[config.mk]
export PLATFORM = sky130hd
export DESIGN_NAME = psb_fifo
export DESIGN_NICKNAME = d
export VERILOG_FILES = /design/src/design/psb_pkg.sv /design/src/design/psb_fifo.sv
export SDC_FILE = /design/constraint.sdc
export NUM_CORES = 1
export LEC_CHECK = 0
export BUFFER_PORTS_ARGS = -buffer_cell sky130_fd_sc_hd__buf_2
export CAP_MARGIN = 20
export CORE_UTILIZATION = 45
export DETAILED_ROUTE_END_ITERATION = 16
export PLACE_DENSITY_LB_ADDON = 0.2
export SYNTH_ARGS = -nofsm -noshare
export SYNTH_HDL_FRONTEND = slang
export SYNTH_SLANG_ARGS = --single-unit
[constraint.sdc]
create_clock -name i_clk -period 2.5 [get_ports i_clk]
set_input_delay 0.375 -clock i_clk [delete_from_list [all_inputs] [get_ports i_clk]]
set_output_delay 0.375 -clock i_clk [all_outputs]
set_load 0.05 [all_outputs]
[src/design/psb_pkg.sv]
`default_nettype none
package psb_pkg;

    localparam int PALETTE_DEPTH = 256;
    localparam int PAL_AW        = $clog2(PALETTE_DEPTH);
    localparam logic [8:0] PAL_LIMIT = 9'(PALETTE_DEPTH);

    localparam int QDEPTH = 4;
    localparam int QAW    = $clog2(QDEPTH);

    localparam logic [7:0] ALPHA_OPAQUE = 8'hFF;

    typedef enum logic [1:0] {
        ACT_LOAD  = 2'd0,
        ACT_START = 2'd1,
        ACT_PIXEL = 2'd2
    } t_action;

    typedef enum logic [2:0] {
        ST_OK         = 3'd0,
        ST_EMPTY_PAL  = 3'd1,
        ST_ZERO_SIZE  = 3'd2,
        ST_EXCEEDS    = 3'd3,
        ST_BAD_INDEX  = 3'd4,
        ST_UNEXPECTED = 3'd5
    } t_status;

    localparam logic [2:0] REG_CANVAS_W  = 3'd0;
    localparam logic [2:0] REG_CANVAS_H  = 3'd1;
    localparam logic [2:0] REG_OFFSET_X  = 3'd2;
    localparam logic [2:0] REG_OFFSET_Y  = 3'd3;
    localparam logic [2:0] REG_FRAME_W   = 3'd4;
    localparam logic [2:0] REG_FRAME_H   = 3'd5;
    localparam logic [2:0] REG_COL_ORDER = 3'd6;
    localparam logic [2:0] REG_PAL_COUNT = 3'd7;

    typedef struct packed {
        logic [15:0] canvas_width;
        logic [15:0] canvas_height;
        logic [7:0]  offset_x;
        logic [7:0]  offset_y;
        logic [15:0] frame_width;
        logic [15:0] frame_height;
        logic        column_order;
        logic [7:0]  palette_count;
    } t_cfg;

    // One queued word: a palette load or a classified result awaiting lookup.
    typedef struct packed {
        logic        is_load;
        logic        we;
        t_status     status;
        logic        frame_end;
        logic [7:0]  idx;
        logic [23:0] color;
        logic [16:0] ax;
        logic [16:0] ay;
    } t_qent;

endpackage
`default_nettype wire

[src/design/psb_fifo.sv]
`default_nettype none
module psb_fifo import psb_pkg::*; (
    input  wire logic  i_clk,
    input  wire logic  i_rst_n,
    input  wire logic  i_push,
    input  wire t_qent i_data,
    input  wire logic  i_pop,
    output t_qent      o_data,
    output logic       o_empty,
    output logic       o_full
);

    t_qent            r_mem [QDEPTH];
    logic [QAW-1:0]   r_wr_ptr, r_rd_ptr;
    logic [QAW:0]     r_count;

    assign o_data  = r_mem[r_rd_ptr];
    assign o_empty = r_count == '0;
    assign o_full  = r_count == (QAW+1)'(QDEPTH);

    always_ff @(posedge i_clk) begin
        if (i_push) begin
            r_mem[r_wr_ptr] <= i_data;
        end
    end

    always_ff @(posedge i_clk) begin
        if (!i_rst_n) begin
            r_wr_ptr <= '0;
            r_rd_ptr <= '0;
            r_count  <= '0;
        end else begin
            if (i_push) begin
                r_wr_ptr <= r_wr_ptr + QAW'(1);
            end
            if (i_pop) begin
                r_rd_ptr <= r_rd_ptr + QAW'(1);
            end
            case ({i_push, i_pop})
                2'b10:   r_count <= r_count + (QAW+1)'(1);
                2'b01:   r_count <= r_count - (QAW+1)'(1);
                default: r_count <= r_count;
            endcase
        end
    end

    a_no_overflow: assert property (@(posedge i_clk) disable iff (!i_rst_n)
        !(i_push && o_full) && !(i_pop && o_empty))
        else $error("queue overflow or underflow");

    a_count_bound: assert property (@(posedge i_clk) disable iff (!i_rst_n)
        r_count <= (QAW+1)'(QDEPTH))
        else $error("queue count out of range");

endmodule
`default_nettype wire

==> run metrics, run 1 <==
Max-Cap Viols 0; DRT Pass-1 Iters 4; IO Pins 150; nets between 600 and 700; vias per cell between 5 and 6; global placement routability congestion about 0.66; Sink Count between 200 and 300; CTS max path bufs 3; fin. max-slew vios 0; Post-CTS Setup Inserts 2; syn avg cell area 25.9 sq um; internal power 0.00836 W; CP peak stage delay ~580 ps; Hold Buf Count CTS 0; Buffers on Ports between 100 and 150; status finished clean; launching element type of the critical path flop; sw frac roughly 26%; Final ANT Viol Nets 0; Fmax 419 MHz; register area share after synthesis roughly 81%; Resize count post-CTS 0; endpoints failing hold 0; Mapped Area roughly 11,000 sq um; Logic pwr share ~14%; RSZ-0062 raised after global routing false; Pleak 4.36 nW; final period utilization between 90% and 100%; residual DRC count 0; chip height roughly 160 um; Final HPWL DP 11,500 um; WS Path Type reg2out; clk_lat worst skew roughly 530 ps; worst-path cell chain buf_4 -> mux4_1 -> buf_2; vias in the first global route approximately 5.2k; area leader, netlist edfxtp_1; number of synthesized register bits just under 300; setup TNS 0 ps; critical path required time 2120 ps; number of H-tree levels 1; core box area between 20,000 and 25,000 sq um; Die ar. between 20,000 and 25,000 sq um; endpoint type of the worst setup path output port; largest net degree at the start of global routing 49; Area contributors post-synth edfxtp_1 79%, mux4_2 14%, dfxtp_1 1.7%; crit path max fanout 8; Yosys top cell area share between 70% and 80%; Slew @ Worst Pin 446 ps; Mapped Cells between 400 and 500; fin area around 13,000 sq um; gr usage total between 10% and 20%; vias 4,887; CTS clk-pin slew, worst paths 60 ps; synthesis warning total 0; Area growth syn-to-layout 18.7%; number of distinct library cells after synthesis 22; Clk pwr share 34.0%; WL/cell 20.7 um; starting density of the core between 40% and 50%; commonest non-fill, non-tap cell in the layout edfxtp_1; initial antenna violation count 1; total global routing overflow 0; critical path's slowest cell mux4_1; CTS Root Cell clkbuf_16; share of cells above drive strength 1 44.3%; DR iter-0 viols 278; area post-placement approximately 12,000 sq um; Hold Crit Class in2reg; maximum VDD drop about 470 uV; slew margin rel. a little over two thirds; final WL roughly 20,000 um; antenna cell count 0; Row Count between 50 and 60; chip width 158 um; # setup viols final 0; sequential power share 51.5%; net switching power of the design between 0.002 and 0.003 W; CTS tree yes; WP data arrival 2010 ps; pre-CTS WS between 400 and 500 ps; crit path time final approximately 2400 ps; Worst Skew ~17 ps; Mapped Nets roughly 500; Power Density approximately 870 nW/um^2; first-pass GRT wire length around 29,000 um; setup ws final 114 ps; most frequent cells in the layout 288 x edfxtp_1, 149 x buf_2, 70 x mux4_2; TritonCTS buffer count 29
==> final timing paths <==
path	start	endpoint	slack, ps	cells past startpoint
max reg2reg	r_count[0]$_SDFFE_PN0P_	r_count[2]$_SDFFE_PN0P_	880	5
min reg2reg	r_count[2]$_SDFFE_PN0P_	r_count[2]$_SDFFE_PN0P_	550	2
min	i_data[18]	r_mem[2][18]$_DFFE_PP_	50	1
max	flop	o_data[64]	110	3
==> power groups by stage <==
stage,Sequential (W),Combinational (W),Clock [W]
finish,0.00578,0.00163,0.00382
global route,0.00580,0.00173,0.00410
CTS,0.00579,0.00165,0.00393
detailed placement,0.00591,0.00163,0
global placement,0.00589,0.00162,0
floorplan,0.00586,0.00125,0
==> synth_stat cells <==
master and count:
ha_1 5, nand2_1 2, mux2i_1 1, inv_1 6, xnor2_1 2, o21ai_0 2
clkbuf_1 1, nor2b_1 1, or3_1 1, mux4_1 2, dfxtp_1 9, and3_1 1
buf_12 7, fa_1 1, and2_1 10, mux4_2 70, buf_6 1, a21boi_0 1
xor2_1 3, nor3_1 1, buf_2 7, edfxtp_1 288
==> registers in the layout, indices dropped and copies added (netlist names), named ones only <==
| name | cells |
|---|---|
| r_mem | 288 |
| r_wr_ptr | 2 |
| r_rd_ptr | 2 |
| r_count | 3 |
==> worst max-delay path: cells and delay by family, from the launching register on <==
family,cells,cell delay [ps]
multiplexers,1,580
buffers and inverters,2,460
flip-flops,1,430
==> kinds of logic (layout without fill, tap and decap cells) <==
logic type	Yosys count	after routing	synth area share, %
DFF	297	297	80.9
muxes	73	73	15.0
buffers and inverters	22	225	1.95
and+or+nand+nor	16	16	0.860
adders and majority gates	6	6	0.756
xor gates and xnor gates	5	5	0.401
AOI/OAI and AO/OA	3	3	0.160
==> routing by layer <==
metal	wire, um	part of all wire [%]	track usage [%]
met1	8560	44	21.3
met2	9490	49	26.1
met3	1080	5.5	3.39
met4	361	1.9	4.39
met5	13	0.067	0
==> cell type report <==
type / instances / area, sq um
clock buffer: 41 / 771
clock inverter: 12 / 58.8
fill: 1829 / 10700
inverter: 6 / 22.5
multi-input combinational: 103 / 1890
sequential: 297 / 8840
tap: 319 / 399
timing repair buffer: 166 / 981
==> metrics by stage <==
stage / hold slack [ps] / utilization, % / total power, W / cells
2_1_floorplan: 473 / - / 0.00711 / 422
3_3_place_gp: 481 / 51.2 / 0.00751 / 888
3_5_place_dp: 529 / 51.2 / 0.00754 / 888
4_1_cts: 20.7 / 54.8 / 0.0114 / 943
5_1_grt: 29.9 / 54.9 / 0.0116 / 944
6_report: 51.0 / 54.9 / 0.0112 / 944
(Power assumes the default switching activity.)
==> run 2: changes to the inputs <==
ABC_AREA = 1   (was unset)
==> run 2 against run 1 <==
Maximum frequency fell by 0.38%. Clock power rose by 15%. Non-clock buffer count rose by 4. Cell area rose by 6.3%. Worst setup slack got worse by 9.0 ps. Global-route usage rose by 2.1 points. Register-to-register slack got worse by 180 ps. Synthesized cell count rose by 78%. Critical path type unchanged. Critical endpoint is now o_data[63]. Largest cell class unchanged. Highest routed layer unchanged.
==> run metrics, run 2 <==
status finished clean; Worst Skew roughly 14 ps; internal power around 0.0088 W; Clk pwr share 37.4%; FFs w/ async S/R, synth 0%; crit path time final around 2400 ps; fin area approximately 14,000 sq um; gr usage total about 18%; total global routing overflow 0; global-route met1 utilization between 20% and 30%; met3 usage 4.44%; register area around 8800 sq um; global routing usage on met2 roughly 30%; Yosys top cell area share between 70 and 80%; # setup viols final 0; top_reg_cell synth edfxtp_1; first-pass GRT wire length between 30,000 and 40,000 um; endpoint type of the worst setup path output port; worst-path cell chain buf_16 -> nor2_1 -> o22ai_1 -> buf_2; Pleak just under 5 nW; starting density of the core 45.8%; vias per cell between 5 and 6; Sink Count just under 300; Die ar. approximately 26,000 sq um; critical path required time about 2100 ps; net switching power of the design slightly above 0.003 W; area leader, netlist edfxtp_1; clk_lat worst skew between 500 and 600 ps; Filler Cell Count slightly above 2k; sequential power share roughly half; DR iter-0 viols about 440; Mapped Area approximately 12,000 sq um; vias in the first global route roughly 6.5k; residual DRC count 0; final period utilization about 96%; hold slack approximately 45 ps; number of synthesized flops with an enable pin ~290; CP peak stage delay between 400 and 500 ps; Mapped Cells roughly 750; max reg flops between 200 and 300; post-route insts no fill 1,263; number of distinct library cells after synthesis 24; commonest cells in the netlist 288 x edfxtp_1, 140 x o21ai_0, 97 x nor2_1, 50 x nor2_2, 50 x o22ai_2; CTS Root Cell clkbuf_16; Final ANT Viol Nets 0; GRT busiest layer met2; final WL approximately 24,000 um; placed cell count between 1k and 1.5k; CP delay by family, top buffers and inverters; Logic pwr share roughly 14%; Biggest register r_mem; TritonCTS buffer count 30; critical path's slowest cell dfxtp_4; number of synthesized register bits 297; RSZ-0062 raised after global routing false; chip height about 160 um; maximum VDD drop 591 uV; syn avg cell area 15.3 sq um; WL/cell roughly 19 um; global placement routability congestion 0.712; endpoints failing hold 0; crit path max fanout a little over 70; initial antenna violation count 2; nets 991; Buffers on Ports ~150; CTS max path bufs 3; DRT Pass-1 Iters 6; sw frac 25.7%; WS Path Type reg2out; Area growth syn-to-layout 19.4%; CTS clk-pin slew, worst paths 60 ps; multi-input combinational cell area about 2400 sq um; Mapped Nets ~840; Post-CTS Setup Inserts 0; Slew @ Worst Pin 596 ps; largest net degree at the start of global routing between 70 and 80; launching element type of the critical path flop; register area share after synthesis ~77%; Design Power between 0.01 and 0.015 W; Final HPWL DP around 12,000 um; Top Registers r_mem x288, r_count x3; Fmax between 400 and 500 MHz; Hold Buf Count CTS 0; Max-Cap Viols 0; core box area between 20,000 and 30,000 sq um; setup TNS 0 ps; most frequent cells in the layout 288 x edfxtp_1, 148 x buf_2, 140 x o21ai_0; IO Pins 150; Row Count between 50 and 60; number of H-tree levels 1; area post-placement 12,700 sq um; commonest non-fill, non-tap cell in the layout edfxtp_1; Area contributors post-synth edfxtp_1 75%, o21ai_0 6.1%, o22ai_2 5.4%; WP data arrival approximately 2000 ps; top-count cell post-synth edfxtp_1; Hold Crit Class in2reg; WP buf/inv 2; synthesis warning total 0; CTS tree yes; fin. max-slew vios 0; vias ~6.7k; slew margin rel. about three fifths; chip width around 160 um; Power Density 856 nW/um^2; share of cells above drive strength 1 between 30 and 40%
-- run 2: cell count changes after synthesis, moves of 12 or more --
cell | previous run | this run
clkbuf_1 | 1 | 13
o22ai_2 | 0 | 50
o22ai_1 | 0 | 22
o21ai_0 | 2 | 140
mux4_2 | 70 | 0
nor2_1 | 0 | 97
nor2_2 | 0 | 50
-- run 2: final timing paths --
path                            start                     end  slack (ps)  cells after the start
max                              flop              o_data[63]         110                      4
min                        i_data[48]  r_mem[0][48]$_DFFE_PP_          50                      1
max reg2reg  r_wr_ptr[1]$_SDFFE_PN0P_  r_mem[1][42]$_DFFE_PP_         700                      5
min reg2reg  r_rd_ptr[1]$_SDFFE_PN0P_                    flop         460                      1
-- run 2: power by group through the flow --
| stage | sequential (W) | combinational, W | clock [W] |
|---|---|---|---|
| after floorplan | 0.00584 | 0.00116 | 0 |
| after global placement | 0.00584 | 0.00161 | 0 |
| after detailed placement | 0.00584 | 0.00162 | 0 |
| after CTS | 0.00574 | 0.00165 | 0.00450 |
| after global routing | 0.00575 | 0.00174 | 0.00467 |
| final | 0.00574 | 0.00164 | 0.00441 |
-- run 2: timing repair --
action                                  4_1_cts  5_1_grt
endpoints found under the setup margin       37       40
resized for setup                             1        5
pin swaps                                     0        0
gates cloned                                  1        1
-- run 2: per-stage QoR --
stage          util (%)  worst slack [ps]
2_1_floorplan         -              88.8
3_3_place_gp       50.5               524
3_5_place_dp       50.5               514
4_1_cts            54.5              10.6
5_1_grt            54.7              4.22
6_report           54.7               105
-- run 2: routing by layer --
layer,share of wire (%),wire length (um),up-vias
li1,-,-,3148
met1,43,10300,3289
met2,48,11500,171
met3,6.1,1460,51
met4,2.6,621,2
met5,0.050,12,-
-- run 2: cells by family after synthesis --
logic type / count (synthesis) / share of synthesized area [%]
adders and majority gates: 6 / 0.716
buffers and inverters: 63 / 3.06
DFF: 297 / 76.5
AOI/OAI and AO/OA: 227 / 13.3
and+or+nand+nor: 160 / 6.35
-- run 2: area by class of cell --
cell class                      count  share of cell area (%)
Sequential cell                   297                    64.2
Multi-Input combinational cell    393                    17.1
Timing Repair Buffer              170                    8.00
Clock buffer                       38                    5.82
Tap cell                          330                    3.00
Clock inverter                     16                    1.26
Inverter                           17                   0.636
Antenna cell                        2                  0.0363
==> run 3: changes to the inputs <==
CELL_PAD_IN_SITES_DETAIL_PLACEMENT = 0   (was unset)
CELL_PAD_IN_SITES_GLOBAL_PLACEMENT = 2   (was unset)
CORE_UTILIZATION = 37   (was 45)
==> run 3 against run 2 <==
Clock skew decreased by 1.6 ps. Count of clock-buffer cells in the layout increased by 10. Sequential share of layout area decreased by 0.77 points. Maximum frequency increased by 0.23%. Critical endpoint is now o_data[10]. Largest power group unchanged.
==> run metrics, run 3 (synthesized netlist as in run 2, its figures left out) <==
status finished clean; endpoints failing hold 0; global placement routability congestion 0.706; Fmax between 400 and 500 MHz; Area growth syn-to-layout 20.8%; maximum VDD drop between 500 and 600 uV; critical path required time approximately 2100 ps; WP buf/inv 3; core box area slightly above 30,000 sq um; Biggest register r_mem; DRT Pass-1 Iters 4; WP data arrival 2010 ps; Filler Cell Count 2,748; Slew @ Worst Pin approximately 500 ps; CTS Root Cell clkbuf_16; initial antenna violation count 4; vias 6,799; # setup viols final 0; largest net degree at the start of global routing 77; commonest non-fill, non-tap cell in the layout edfxtp_1; endpoint type of the worst setup path output port; CP peak stage delay roughly 340 ps; TritonCTS buffer count 34; Power Density around 860 nW/um^2; residual DRC count 0; Final ANT Viol Nets 0; total global routing overflow 0; gr usage total 16.3%; vias per cell approximately 5.1; most frequent cells in the layout 288 x edfxtp_1, 145 x buf_2, 140 x o21ai_0; fin. max-slew vios 0; max reg flops roughly 290; nets a little under 1k; Die ar. around 32,000 sq um; share of cells above drive strength 1 34.1%; Worst Skew ~12 ps; Top Registers r_mem x288, r_count x3; final WL around 27,000 um; CTS clk-pin slew, worst paths 60 ps; Sink Count slightly below 300; slew margin rel. around two thirds; chip height 179 um; Buffers on Ports ~150; Final HPWL DP around 15,000 um; area post-placement between 10,000 and 15,000 sq um; WL/cell around 20 um; first-pass GRT wire length about 39,000 um; setup TNS 0 ps; fin area between 10,000 and 15,000 sq um; CTS tree yes; clk_lat worst skew between 400 and 500 ps; worst-path cell chain inv_4 -> buf_12 -> o21ai_0 -> o22ai_2 -> buf_2; crit path max fanout 35; setup ws final around 110 ps; number of H-tree levels 2; launching element type of the critical path flop; WS Path Type reg2out; DR iter-0 viols between 300 and 400; CTS max path bufs 3; utilization after layout a little under half; Max-Cap Viols 0; Row Count 64; RSZ-0062 raised after global routing false; Pleak roughly 4.8 nW; starting density of the core ~38%; final period utilization roughly 96%; Hold Crit Class in2reg; IO Pins 150; critical path's slowest cell dfxtp_2; CP delay by family, top buffers and inverters; chip width ~180 um; vias in the first global route 6,933; crit path time final roughly 2400 ps; pre-CTS WS 485 ps
run 3: changes by cell type in the layout (fill, tap and decap cells not counted), sizes merged:
cell    previous run  this run
buf              168       165
bufinv             4         1
clkbuf            40        52
clkinv            16        15
run 3: timing repair:
| action | in CTS | in global routing |
|---|---|---|
| gates cloned | 0 | 2 |
| setup buffers | 0 | 2 |
| endpoints found under the setup margin | 9 | 54 |
| resized for setup | 5 | 4 |
| hold buffers | 0 | 0 |
run 3: routing by layer:
| metal | global-route usage, % | wire [um] |
|---|---|---|
| met3 | 4.43 | 1640 |
| met2 | 27.5 | 13100 |
| met1 | 20.2 | 11500 |
| met5 | 0 | 27 |
| met4 | 5.37 | 595 |
run 3: area by class of cell:
cell class	instances	area, sq um	share of cell area, %
clock inverter	12	80.1	0.575
timing repair buffer	169	1120	8.06
inverter	17	78.8	0.566
clock buffer	48	967	6.94
tap	396	495	3.56
antenna	2	5.00	0.0359
multi-input combinational	393	2350	16.9
sequential	297	8830	63.4
run 3: report_power, final:
part	switching, W	internal, W
registers	0.0000574	0.00569
clock network	0.00183	0.00279
logic	0.00125	0.000419
total	0.00314	0.00890
run 3: final timing paths:
path | startpoint | to | slack, ps | depth (start not counted)
worst max-delay path | flop | o_data[10] | 110 | 5
worst min-delay path | i_data[37] | r_mem[1][37]$_DFFE_PP_ | 90 | 1
worst max register to register | r_wr_ptr[0]$_SDFFE_PN0P_ | r_mem[0][14]$_DFFE_PP_ | 920 | 5
worst min register to register | r_rd_ptr[1]$_SDFFE_PN0P_ | flop | 440 | 1
run 3: metrics by stage:
stage	power (W)	hold WS (ps)	instances
after floorplan	0.00700	412	753
after global placement	0.00746	422	1268
after detailed placement	0.00749	430	1268
after CTS	0.0122	63.0	1328
after global routing	0.0125	68.7	1333
final	0.0120	87.2	1334
run 3: worst register-to-register path, delay by kind of cell (launching register included):
family | cells | cell delay [ps]
buf+inv | 3 | 670
simple gates | 1 | 80
fa+ha+maj | 1 | 200
flops | 1 | 360
