## config.mk

```make
export PLATFORM = sky130hd
export DESIGN_NAME = psb_front
export DESIGN_NICKNAME = d
export VERILOG_FILES = /design/src/design/psb_pkg.sv /design/src/design/psb_front.sv
export SDC_FILE = /design/constraint.sdc
export NUM_CORES = 1
export LEC_CHECK = 0
export BUFFER_PORTS_ARGS = -buffer_cell sky130_fd_sc_hd__buf_2
export CAP_MARGIN = 20
export CORE_MARGIN = 2
export CORE_UTILIZATION = 30
export CTS_BUF_LIST = sky130_fd_sc_hd__clkbuf_16
export DETAILED_ROUTE_END_ITERATION = 8
export PLACE_DENSITY = 0.51
export SLEW_MARGIN = 20
export SYNTH_ARGS = -nofsm -noshare
export SYNTH_HDL_FRONTEND = slang
export SYNTH_SLANG_ARGS = --single-unit
```

## constraint.sdc

```tcl
create_clock -name i_clk -period 4.25 [get_ports i_clk]
set_input_delay 0.425 -clock i_clk [delete_from_list [all_inputs] [get_ports i_clk]]
set_output_delay 0.425 -clock i_clk [all_outputs]
set_load 0.02 [all_outputs]
```

## src/design/psb_pkg.sv

```systemverilog
`default_nettype none
package psb_pkg;

    localparam int PALETTE_DEPTH = 256;
    localparam int PAL_AW        = $clog2(PALETTE_DEPTH);
    localparam logic [8:0] PAL_LIMIT = 9'(PALETTE_DEPTH);

    localparam int QDEPTH = 4;
    localparam int QAW    = $clog2(QDEPTH);

    localparam logic [7:0] ALPHA_OPAQUE = 8'hFF;

    typedef enum logic [1:0] {
        ACT_LOAD  = 2'd0,
        ACT_START = 2'd1,
        ACT_PIXEL = 2'd2
    } t_action;

    typedef enum logic [2:0] {
        ST_OK         = 3'd0,
        ST_EMPTY_PAL  = 3'd1,
        ST_ZERO_SIZE  = 3'd2,
        ST_EXCEEDS    = 3'd3,
        ST_BAD_INDEX  = 3'd4,
        ST_UNEXPECTED = 3'd5
    } t_status;

    localparam logic [2:0] REG_CANVAS_W  = 3'd0;
    localparam logic [2:0] REG_CANVAS_H  = 3'd1;
    localparam logic [2:0] REG_OFFSET_X  = 3'd2;
    localparam logic [2:0] REG_OFFSET_Y  = 3'd3;
    localparam logic [2:0] REG_FRAME_W   = 3'd4;
    localparam logic [2:0] REG_FRAME_H   = 3'd5;
    localparam logic [2:0] REG_COL_ORDER = 3'd6;
    localparam logic [2:0] REG_PAL_COUNT = 3'd7;

    typedef struct packed {
        logic [15:0] canvas_width;
        logic [15:0] canvas_height;
        logic [7:0]  offset_x;
        logic [7:0]  offset_y;
        logic [15:0] frame_width;
        logic [15:0] frame_height;
        logic        column_order;
        logic [7:0]  palette_count;
    } t_cfg;

    // One queued word: a palette load or a classified result awaiting lookup.
    typedef struct packed {
        logic        is_load;
        logic        we;
        t_status     status;
        logic        frame_end;
        logic [7:0]  idx;
        logic [23:0] color;
        logic [16:0] ax;
        logic [16:0] ay;
    } t_qent;

endpackage
`default_nettype wire

```

## src/design/psb_front.sv

```systemverilog
`default_nettype none
module psb_front import psb_pkg::*; (
    input  wire logic        i_clk,
    input  wire logic        i_rst_n,
    input  wire t_cfg        i_cfg,
    input  wire logic        i_in_valid,
    output logic             o_in_stall,
    input  wire logic [1:0]  i_action,
    input  wire logic [7:0]  i_palette_slot,
    input  wire logic [23:0] i_palette_color,
    input  wire logic [7:0]  i_pixel_index,
    input  wire logic        i_q_full,
    output logic             o_push,
    output t_qent            o_ent
);

    logic [15:0] r_col, n_col;
    logic [15:0] r_row, n_row;
    logic        r_active, n_active;

    logic        accept;
    logic        col_last, row_last, frame_end;
    t_status     hdr_status;

    assign o_in_stall = i_q_full;
    assign accept     = i_in_valid && !i_q_full;
    assign o_push     = accept;

    assign col_last  = ({1'b0, r_col} + 17'd1) >= {1'b0, i_cfg.frame_width};
    assign row_last  = ({1'b0, r_row} + 17'd1) >= {1'b0, i_cfg.frame_height};
    assign frame_end = col_last && row_last;

    always_comb begin
        if (i_cfg.palette_count == 8'd0) begin
            hdr_status = ST_EMPTY_PAL;
        end else if (i_cfg.canvas_width == 16'd0 || i_cfg.canvas_height == 16'd0 ||
                     i_cfg.frame_width == 16'd0 || i_cfg.frame_height == 16'd0) begin
            hdr_status = ST_ZERO_SIZE;
        end else if (({9'd0, i_cfg.offset_x} + {1'b0, i_cfg.frame_width}) >
                         {1'b0, i_cfg.canvas_width} ||
                     ({9'd0, i_cfg.offset_y} + {1'b0, i_cfg.frame_height}) >
                         {1'b0, i_cfg.canvas_height}) begin
            hdr_status = ST_EXCEEDS;
        end else begin
            hdr_status = ST_OK;
        end
    end

    always_comb begin
        n_col    = r_col;
        n_row    = r_row;
        n_active = r_active;
        o_ent    = '0;
        o_ent.ax = {9'd0, i_cfg.offset_x} + {1'b0, r_col};
        o_ent.ay = {9'd0, i_cfg.offset_y} + {1'b0, r_row};
        case (i_action)
            ACT_LOAD: begin
                o_ent.is_load = 1'b1;
                o_ent.idx     = i_palette_slot;
                o_ent.color   = i_palette_color;
            end
            ACT_START: begin
                o_ent.status = hdr_status;
                if (hdr_status == ST_OK) begin
                    n_col    = '0;
                    n_row    = '0;
                    n_active = 1'b1;
                end else begin
                    n_active = 1'b0;
                end
            end
            ACT_PIXEL: begin
                if (!r_active) begin
                    o_ent.status = ST_UNEXPECTED;
                end else if (i_pixel_index >= i_cfg.palette_count ||
                             {1'b0, i_pixel_index} >= PAL_LIMIT) begin
                    o_ent.status = ST_BAD_INDEX;
                    n_active     = 1'b0;
                end else begin
                    o_ent.we        = i_pixel_index != 8'd0;
                    o_ent.idx       = i_pixel_index;
                    o_ent.frame_end = frame_end;
                    if (!i_cfg.column_order) begin
                        if (col_last) begin
                            n_col = '0;
                            n_row = r_row + 16'd1;
                        end else begin
                            n_col = r_col + 16'd1;
                        end
                    end else begin
                        if (row_last) begin
                            n_row = '0;
                            n_col = r_col + 16'd1;
                        end else begin
                            n_row = r_row + 16'd1;
                        end
                    end
                    if (frame_end) begin
                        n_active = 1'b0;
                        n_col    = '0;
                        n_row    = '0;
                    end
                end
            end
            default: begin
            end
        endcase
    end

    always_ff @(posedge i_clk) begin
        if (!i_rst_n) begin
            r_col    <= '0;
            r_row    <= '0;
            r_active <= 1'b0;
        end else if (accept) begin
            r_col    <= n_col;
            r_row    <= n_row;
            r_active <= n_active;
        end
    end

    // The last pixel of a frame always leaves the frame disarmed with cleared counters.
    a_end_disarms: assert property (@(posedge i_clk) disable iff (!i_rst_n)
        accept && o_ent.frame_end |=> !r_active && r_col == 16'd0 && r_row == 16'd0)
        else $error("frame end did not disarm the frame");

    // An error word is never a canvas write.
    a_err_no_write: assert property (@(posedge i_clk) disable iff (!i_rst_n)
        o_push && o_ent.status != ST_OK |-> !o_ent.we && !o_ent.frame_end)
        else $error("error word carries a write");

endmodule
`default_nettype wire

```

==> flow_summary.toml, run 1 <==
[run_status]
status = "complete, but fails checks"
violations = "negative setup slack"

[global_routing]
antenna_found_initial = 0
grt_pass1_wl_um = 33100
gr-total-overflow = 0
track_usage_pct = 18.5
grt_max_degree = 66
first_global_vias = 6598

[power_and_ir_drop]
leakage_nw = 4.48
power.density_nw_per_um2 = 160
p_total_mw = 1.40
ir_drop_mv = 0.153

[sta]
setup_slack_ps = -73.3
finalHoldViolCount = 0
min_period_ps = 4320
rsz0062_at_grt = "yes"
period_share_pct = 102
worst_pin_slew_ps = 859
max_freq_mhz = 231
setup_viol = 7
finalClockSkew_ps = 11.7
maxSlewHeadroom_pct = 42.7
drv_slew = 0

[cts]
cts_tree = "yes"
clock_latency_ps = 280
ctsLongestPathBuffers = 2
cts_made_buffers = 5
clock_sinks = 33
h-tree-depth = 2
ctsRootBufferMaster = "clkbuf_16"
cts.clk_slew.worst_paths_ps = 60

[drt]
wirelength_um = 21500
drc = 0
dr.pass1.iters = 6
vias_per_cell = 4.99
via_count = 6990
ant_nets = 0
drtIter0Drc = 245
wl_per_cell_um = 15.4

[logic_synthesis]
synthesis.nets = 1099
synth_cell_type_count = 62
ys.flop_type = "dfxtp_1"
synth-async-reset-ratio_pct = 0
ys_seq_elements = 33
syn_area_um2 = 6260
avgSynthCellArea_um2 = 7.35
syn_inst = 851
yosys_warnings = 0
yosysSeqAreaShare_pct = 10.6
synth_edf_count = 0

[worst_setup_path]
start_kind = "primary input"
worstPathArrival_ps = 4530
cp.required_ps = 4460
cp_max_fo = 15
path_class = "primary input to register"
end_kind = "register"

[cells_and_area]
drive_gt1_share_pct = 32.6
final_nets = 1377
antenna_cells = 0
multiInputGateArea_um2 = 5350
layout.area.seq_um2 = 664
instances_no_fill = 1400
area_delta_synth_final_pct = 40.2
utilization_pct = 43.1
fill_cells = 2128

[placed_design]
portBuffers = 208
dp_hpwl_um = 18200
gp_congestion = 0.873
post-place-cells = 1379

[floorplanning]
die_h_um = 148
fp.coreArea_um2 = 20400
initial_core_util_pct = 30.7
io_pins = 209
die_x_um = 148
rows = 52
die-area_um2 = 22000

[job]
drv_cap = 0

[worst_hold_path]
worstHoldPathType = "register to register"
-- critical path, stage by stage --
cell and delay (ps):
buf_2 110, ha_1 320, buf_4 150, a21o_1 190, a211oi_1 230, nor3_1 70, buf_4 160, buf_4 130
buf_4 120, xnor2_1 110, ha_1 290, nand4_1 130, nor3_2 70, a221oi_1 340, a21boi_2 110, a221o_1 310
buf_4 140, o31a_1 270, buf_12 160, or4b_1 510, o22ai_2 160
-- final timing paths --
| kind | start | to | slack, ps | depth (start not counted) |
|---|---|---|---|---|
| worst max-delay path | i_cfg[11] | r_col[8] | -70 | 21 |
| worst min-delay path | r_row[1] | r_row[1] | 500 | 2 |
| worst max register to register | r_col[0] | r_col[8] | 360 | 16 |
| worst min register to register | r_row[1] | r_row[1] | 500 | 2 |
-- synthesized netlist by cell type (22+ instances only) --
cell        n  area [um^2]
nor2_1     43          161
ha_1      109         1360
inv_1      95          357
dfxtp_1    33          661
nand3_1    49          245
nand4_1    22          138
and2_1     37          231
a21oi_1    36          180
clkbuf_1   28          105
nand2_1    55          206
xnor2_1    63          552
-- power breakdown --
part | internal (mW) | total [mW] | leakage, nW | switching [mW]
registers | 0.310 | 0.312 | 0.267 | 0.00136
clock network | 0.278 | 0.427 | 0.0800 | 0.150
logic | 0.317 | 0.662 | 4.14 | 0.345
-- cell families (layout without fill, tap and decap cells) --
family / after synthesis / after routing / share of synthesized area [%]
XOR/XNOR: 83 / 83 / 11.6
AND/OR/NAND/NOR: 315 / 315 / 27.1
AO/OA/AOI/OAI: 169 / 169 / 18.2
multiplexers: 9 / 9 / 1.44
adder cells (fa/ha/maj): 113 / 113 / 23.1
buffers and inverters: 129 / 408 / 7.96
flip-flops: 33 / 33 / 10.6
-- per-layer routing --
layer | share of wire (%) | up-vias | track usage (%) | wire length [um]
li1 | - | 3601 | - | -
met1 | 45 | 3199 | 24.5 | 9780
met2 | 49 | 182 | 33.7 | 10500
met3 | 4.7 | 8 | 1.56 | 1010
met4 | 0.76 | 0 | 2.10 | 164
met5 | 0 | - | 0 | 0
-- per-stage QoR --
stage / setup WS [ps] / instance area [um^2] / hold slack [ps] / TNS, ps
2_1_floorplan: -17.4 / 6290 / 479 / -69.5
3_3_place_gp: -300 / 8230 / 507 / -8180
3_5_place_dp: -386 / 8230 / 508 / -10550
4_1_cts: -131 / 8560 / 517 / -811
5_1_grt: -320 / 8770 / 524 / -7750
6_report: -73.3 / 8770 / 497 / -334
-- final cells by class --
cell class	instances	share of cell area (%)
clock buffers	5	1.43
flip-flops and latches	33	7.57
clock inverters	3	0.528
repair buffers	305	21.6
multi-input cells	689	60.9
inverters	95	4.06
well taps	270	3.85
-- sequential cells by signal, indices dropped and copies added (netlist names) --
signal,flops
r_row,16
r_col,16
r_active,1
-- cell usage in the layout, fill, tap and decap left out, types with 4 or more instances in the layout --
cell	Yosys	layout
xor2_1	20	18
inv_1	95	92
and3_1	12	12
or4b_1	5	4
a22o_1	8	8
o21ai_0	21	16
o22ai_1	9	6
buf_4	1	91
nor2_2	1	4
buf_2	2	200
nor3_1	15	12
buf_6	1	7
nand4b_1	6	6
a21oi_2	0	6
nor2_1	43	39
clkbuf_16	0	5
o21ai_1	13	17
a211oi_1	14	12
a21oi_1	36	30
nand2_1	55	55
mux2i_1	9	9
nand4_1	22	22
o311ai_1	1	12
ha_1	109	105
xnor2_1	63	60
nand2b_1	12	12
a21o_1	14	14
and2_1	37	37
buf_12	0	6
o21bai_1	6	5
dfxtp_1	33	30
o21a_1	5	5
nor2b_1	18	18
nand3b_1	4	4
nor4_1	21	21
nand3_1	49	46
-- timing repair --
item,4_1_cts,5_1_grt
setup buffers,8,5
endpoints found under the setup margin,29,35
gates resized for setup,40,40
hold buffers,0,0
gates cloned,0,0
pin swaps,15,18
No activity file was read; power rests on OpenSTA's default activity.
==> inputs of run 2 (changes only) <==
Settings changed: BUFFER_PORTS_ARGS -buffer_cell sky130_fd_sc_hd__buf_2 to not set, DONT_BUFFER_PORTS set to 1, PLACE_DENSITY 0.51 to 0.42.
==> run 2 against run 1 <==
Maximum frequency is 4.7% higher. Via count is 13% lower. Power is 13% lower. The flow now finishes without violations. Setup slack better by 200 ps.
==> flow_summary.toml, run 2 (synthesis gave the netlist of run 1 again) <==
[drt]
dr.pass1.iters = 5
ant_nets = 0
vias_per_cell = 5.27
drc = 0
wirelength_um = 21100
drtIter0Drc = 277
via_count = 6083
wl_per_cell_um = 18.3

[cts]
cts.clk_slew.worst_paths_ps = 60
h-tree-depth = 2
clock_latency_ps = 290
cts_made_buffers = 5
ctsRootBufferMaster = "clkbuf_16"
cts_hold_buf = 0
clock_sinks = 33
cts_tree = "yes"
ctsLongestPathBuffers = 2

[cells_and_area]
final_common_cell = "ha_1"
utilization_pct = 35.8
fill_cells = 2210
antenna_cells = 0
drive_gt1_share_pct = 12.2
area_delta_synth_final_pct = 16.6
most-common-layout-cells = "106 x ha_1, 95 x inv_1, 61 x xnor2_1"
final_nets = 1132
top_regs = "r_col (16), r_row (16), r_active (1)"

[global_routing]
grt_max_degree = 66
grt_pass1_wl_um = 32300
first_global_vias = 5819
gr-total-overflow = 0
antenna_found_initial = 1
track_usage_pct = 18.5

[worst_setup_path]
reg2reg_to = "r_col[11]"
end_kind = "register"
start_kind = "primary input"
cp_max_fo = 26
reg2reg_depth = 16
path_class = "primary input to register"
worstPathArrival_ps = 4340
worst-r2r-setup-slack_ps = 280
cp.required_ps = 4470
rr_startpoint = "r_col[0]"

[power_and_ir_drop]
power.density_nw_per_um2 = 168
leakage_nw = 3.37
ir_drop_mv = 0.100
p_total_mw = 1.22

[floorplanning]
die_h_um = 148
rows = 52
die-area_um2 = 22000
io_pins = 209
initial_core_util_pct = 30.7
fp.coreArea_um2 = 20400
die_x_um = 148

[sta]
rsz0062_at_grt = "yes"
setup_viol = 0
maxSlewHeadroom_pct = 36.7
finalHoldViolCount = 0
drv_slew = 0
worst_pin_slew_ps = 947
max_freq_mhz = 242
holdWs_ps = 286
fin_setup_tns_ps = 0
period_share_pct = 97.1
finalClockSkew_ps = 6.26
min_period_ps = 4130

[run_status]
status = "completed"

[job]
drv_cap = 0

[placed_design]
gp_congestion = 0.836
dp_hpwl_um = 17800
portBuffers = 0

[worst_hold_path]
worstHoldPathType = "primary input to register"
min-delay-start = "i_rst_n"
hold_end = "r_row[14]"
hold_depth = 2
==> run 2: cell count changes in the layout (fill, tap and decap cells not counted), moves of 3 or more <==
cell      change
buf_4        -35
buf_2       -200
o311ai_1      -9
nand3_2       -3
inv_1         +3
nand3_1       +3
o311ai_0      +9
nor2b_1       -3
o21ai_1       -3
buf_6         -7
==> run 2: layout make-up <==
cell class,instances,area [um^2],share of cell area [%]
clock inverter,3,37.5,0.514
inverter,95,357,4.89
timing repair buffer,60,500,6.86
sequential,33,663,9.09
tap,270,338,4.63
clock buffer,5,125,1.71
multi-input combinational,689,5280,72.3
==> run 2: how the worst max path moves through the flow <==
stage | startpoint | to | slack [ps] | cells past startpoint
global placement | i_cfg[26] | r_col[0] | -200 | 19
detailed placement | i_cfg[10] | r_col[11] | -250 | 20
global route | i_cfg[26] | o_ent[67] | -110 | 19
finish | i_cfg[26] | r_col[11] | 120 | 20
floorplan | i_cfg[25] | r_col[6] | -20 | 19
CTS | i_cfg[26] | o_ent[67] | 70 | 19
==> run 2: critical path: stages <==
cell and delay, ps:
ha_4 210, a21o_1 190, a21oi_2 140, o21bai_1 90, a21oi_1 170, o21bai_1 130, a311oi_2 300, buf_4 190
nor2b_4 40, xnor2_2 120, ha_1 290, nand4_1 140, nor3_2 80, a221oi_2 220, o31ai_1 100, a221o_1 360
o31a_1 290, buf_12 170, or4b_4 520, o22ai_2 160
==> run 2: timing repair <==
action | CTS | global route
cloned | 0 | 0
pin swaps | 19 | 12
setup buffers | 1 | 3
endpoints found under the setup margin | 2 | 35
gates resized for setup | 8 | 32
==> run 2: report_power, final <==
group          total, mW  switching (mW)  internal, mW  leakage [nW]
Sequential         0.312         0.00153         0.310         0.267
Clock              0.423           0.150         0.273        0.0826
Combinational      0.489           0.270         0.219          3.02
Total               1.22           0.422         0.803          3.37
==> run 2: per-layer routing <==
layer	part of all wire, %	GRT usage [%]	up-vias
met2	48	32.2	176
met4	1.4	3.43	0
met3	5.6	3.44	17
met1	45	24.1	2782
li1	-	-	3108
met5	0	0	-
==> run 2: per-stage QoR <==
step                      area (um^2)  worst slack [ps]  std cells
after CTS                        7160              65.4       1152
after global routing             7300              -107       1155
after detailed placement         6960              -247       1144
after global placement           6960              -195       1144
final                            7300               122       1155
after floorplan                  6290             -17.4        851
==> inputs of run 3 (changes only) <==
Settings changed: PLACE_DENSITY 0.42 to not set.
==> run 3 against run 2 <==
The run now ends with negative setup slack left. Power is 7.2% higher. Register-to-register slack worse by 50 ps. Clock skew is 4.1 ps higher. Worst hold slack hardly changed. Sequential share of layout area is 0.28 points lower. Via count is 1.3% higher. Die area stayed put. Non-clock buffer count is 2 higher. Highest routed layer unchanged. Clock power is 16% higher.
==> flow_summary.toml, run 3 (synthesis gave the netlist of run 1 again) <==
[worst_setup_path]
cp_max_fo = 12
start_kind = "primary input"
cpPeakStageDelay_ps = 500
worstPathArrival_ps = 4470
path_class = "primary input to register"
end_kind = "register"
crit_chain = "ha_4, inv_2, fa_2, nor2b_2, o21ai_2, o21ai_2, a311o_1, or3b_4, xnor2_2, ha_1, nand4_1, nor3_2, a221oi_2, o31ai_1, a221o_1, o31a_1, buf_12, or4b_1, o22ai_1"
cpMostUsedCell = "o21ai_2"
crit_slowest_cell = "or4b_1"
cp.required_ps = 4450

[sta]
setup_viol = 1
fin_setup_tns_ps = -24.6
finalHoldViolCount = 0
max_freq_mhz = 234
setup_slack_ps = -24.6
drv_slew = 0
min_period_ps = 4270
period_share_pct = 101
maxSlewHeadroom_pct = 36.7
worst_pin_slew_ps = 949
finalClockSkew_ps = 10.3
rsz0062_at_grt = "yes"

[floorplanning]
fp.coreArea_um2 = 20400
io_pins = 209
die_x_um = 148
die-area_um2 = 22000
rows = 52
initial_core_util_pct = 30.7
die_h_um = 148

[cells_and_area]
top_regs = "r_col (16), r_row (16), r_active (1)"
area_delta_synth_final_pct = 20.3
final_cell_area_um2 = 7530
most-common-layout-cells = "108 x ha_1, 94 x inv_1, 62 x xnor2_1"
final_common_cell = "ha_1"
drive_gt1_share_pct = 14.4
fill_cells = 2111
instances_no_fill = 1159
final_nets = 1134

[power_and_ir_drop]
ir_drop_mv = 0.239
power_frac_clock_pct = 37.3
leakage_nw = 3.43
p_sw_mw = 0.432
p_comb_share_pct = 39.0
power.internal_mw = 0.881
p_total_mw = 1.31
sw_frac_of_total_pct = 32.9
power.density_nw_per_um2 = 174
power_frac_seq_pct = 23.7

[placed_design]
placed_cell_area_um2 = 6920
gp_congestion = 0.899
dp_hpwl_um = 16400
portBuffers = 0
post-place-cells = 1140
pre_cts_slack_ps = -334

[drt]
dr.pass1.iters = 7
via_count = 6162
vias_per_cell = 5.32
ant_nets = 0
wl_per_cell_um = 16.9
drtIter0Drc = 396
drc = 0
wirelength_um = 19600

[global_routing]
grt_pass1_wl_um = 30100
antenna_found_initial = 2
first_global_vias = 5828
gr-total-overflow = 0
track_usage_pct = 17.0
grt_max_degree = 66

[run_status]
status = "complete, but fails checks"
violations = "negative setup slack"

[cts]
cts_made_buffers = 5
clock_sinks = 33
h-tree-depth = 2
ctsRootBufferMaster = "clkbuf_16"
clock_latency_ps = 280
cts.clk_slew.worst_paths_ps = 60
ctsLongestPathBuffers = 2
cts_tree = "yes"
cts_hold_buf = 0

[worst_hold_path]
worstHoldPathType = "primary input to register"

[job]
drv_cap = 0
==> run 3: cell types whose count changed in the layout (fill, tap and decap cells not counted), moves of 3 or more <==
cell	before	now
a211oi_1	13	10
o311ai_4	0	4
o21ai_2	2	7
a211oi_2	1	4
o311ai_2	2	7
buf_6	0	6
buf_4	56	51
o21ai_1	14	10
o311ai_0	10	1
==> run 3: through the flow <==
step	utilization, %	hold slack, ps
after floorplan	-	479
after global placement	34.0	503
after detailed placement	34.0	522
after CTS	35.1	291
after global routing	37.0	284
final	37.0	286
==> run 3: metal layers <==
| metal | global-route usage [%] | up-vias | part of all wire (%) |
|---|---|---|---|
| met3 | 3.53 | 29 | 5.3 |
| li1 | - | 3113 | - |
| met5 | 0 | - | 0 |
| met4 | 4.67 | 0 | 2.7 |
| met2 | 30.8 | 187 | 50 |
| met1 | 20.2 | 2833 | 42 |
==> run 3: worst max-delay path, delay by kind of cell <==
family                     cells  cell delay (ps)
and+or+nand+nor                5             1240
xor gates and xnor gates       1              140
adders and majority gates      3              770
AOI/OAI and AO/OA              8             1670
buffers and inverters          2              200
==> run 3: power groups by stage <==
stage / logic [mW] / registers, mW / clock network (mW)
after floorplan: 0.345 / 0.318 / 0
after global placement: 0.454 / 0.318 / 0
after detailed placement: 0.460 / 0.318 / 0
after CTS: 0.472 / 0.311 / 0.499
after global routing: 0.574 / 0.311 / 0.512
final: 0.511 / 0.311 / 0.490
==> run 3: worst paths after layout <==
| check | endpoint | from | slack [ps] | depth (start not counted) |
|---|---|---|---|---|
| max | r_col[6] | i_cfg[25] | -20 | 19 |
| min | r_row[11] | i_rst_n | 290 | 2 |
| max reg2reg | r_col[6] | r_row[0] | 230 | 14 |
| min reg2reg | r_row[1] | r_row[1] | 500 | 2 |
==> run 3: area by class of cell <==
class	instances	area, um^2	area share [%]
clock inverter	3	68.8	0.914
inverter	95	357	4.74
multi-input combinational	689	5420	71.9
tap	270	338	4.49
antenna	2	5.00	0.0665
sequential	33	663	8.81
timing repair buffer	62	556	7.38
clock buffer	5	125	1.66
==> run 3: what timing repair did <==
item	CTS	global route
resized for setup	9	70
setup buffers	1	7
gates cloned	0	1
endpoints found under the setup margin	10	35
pin swaps	8	24
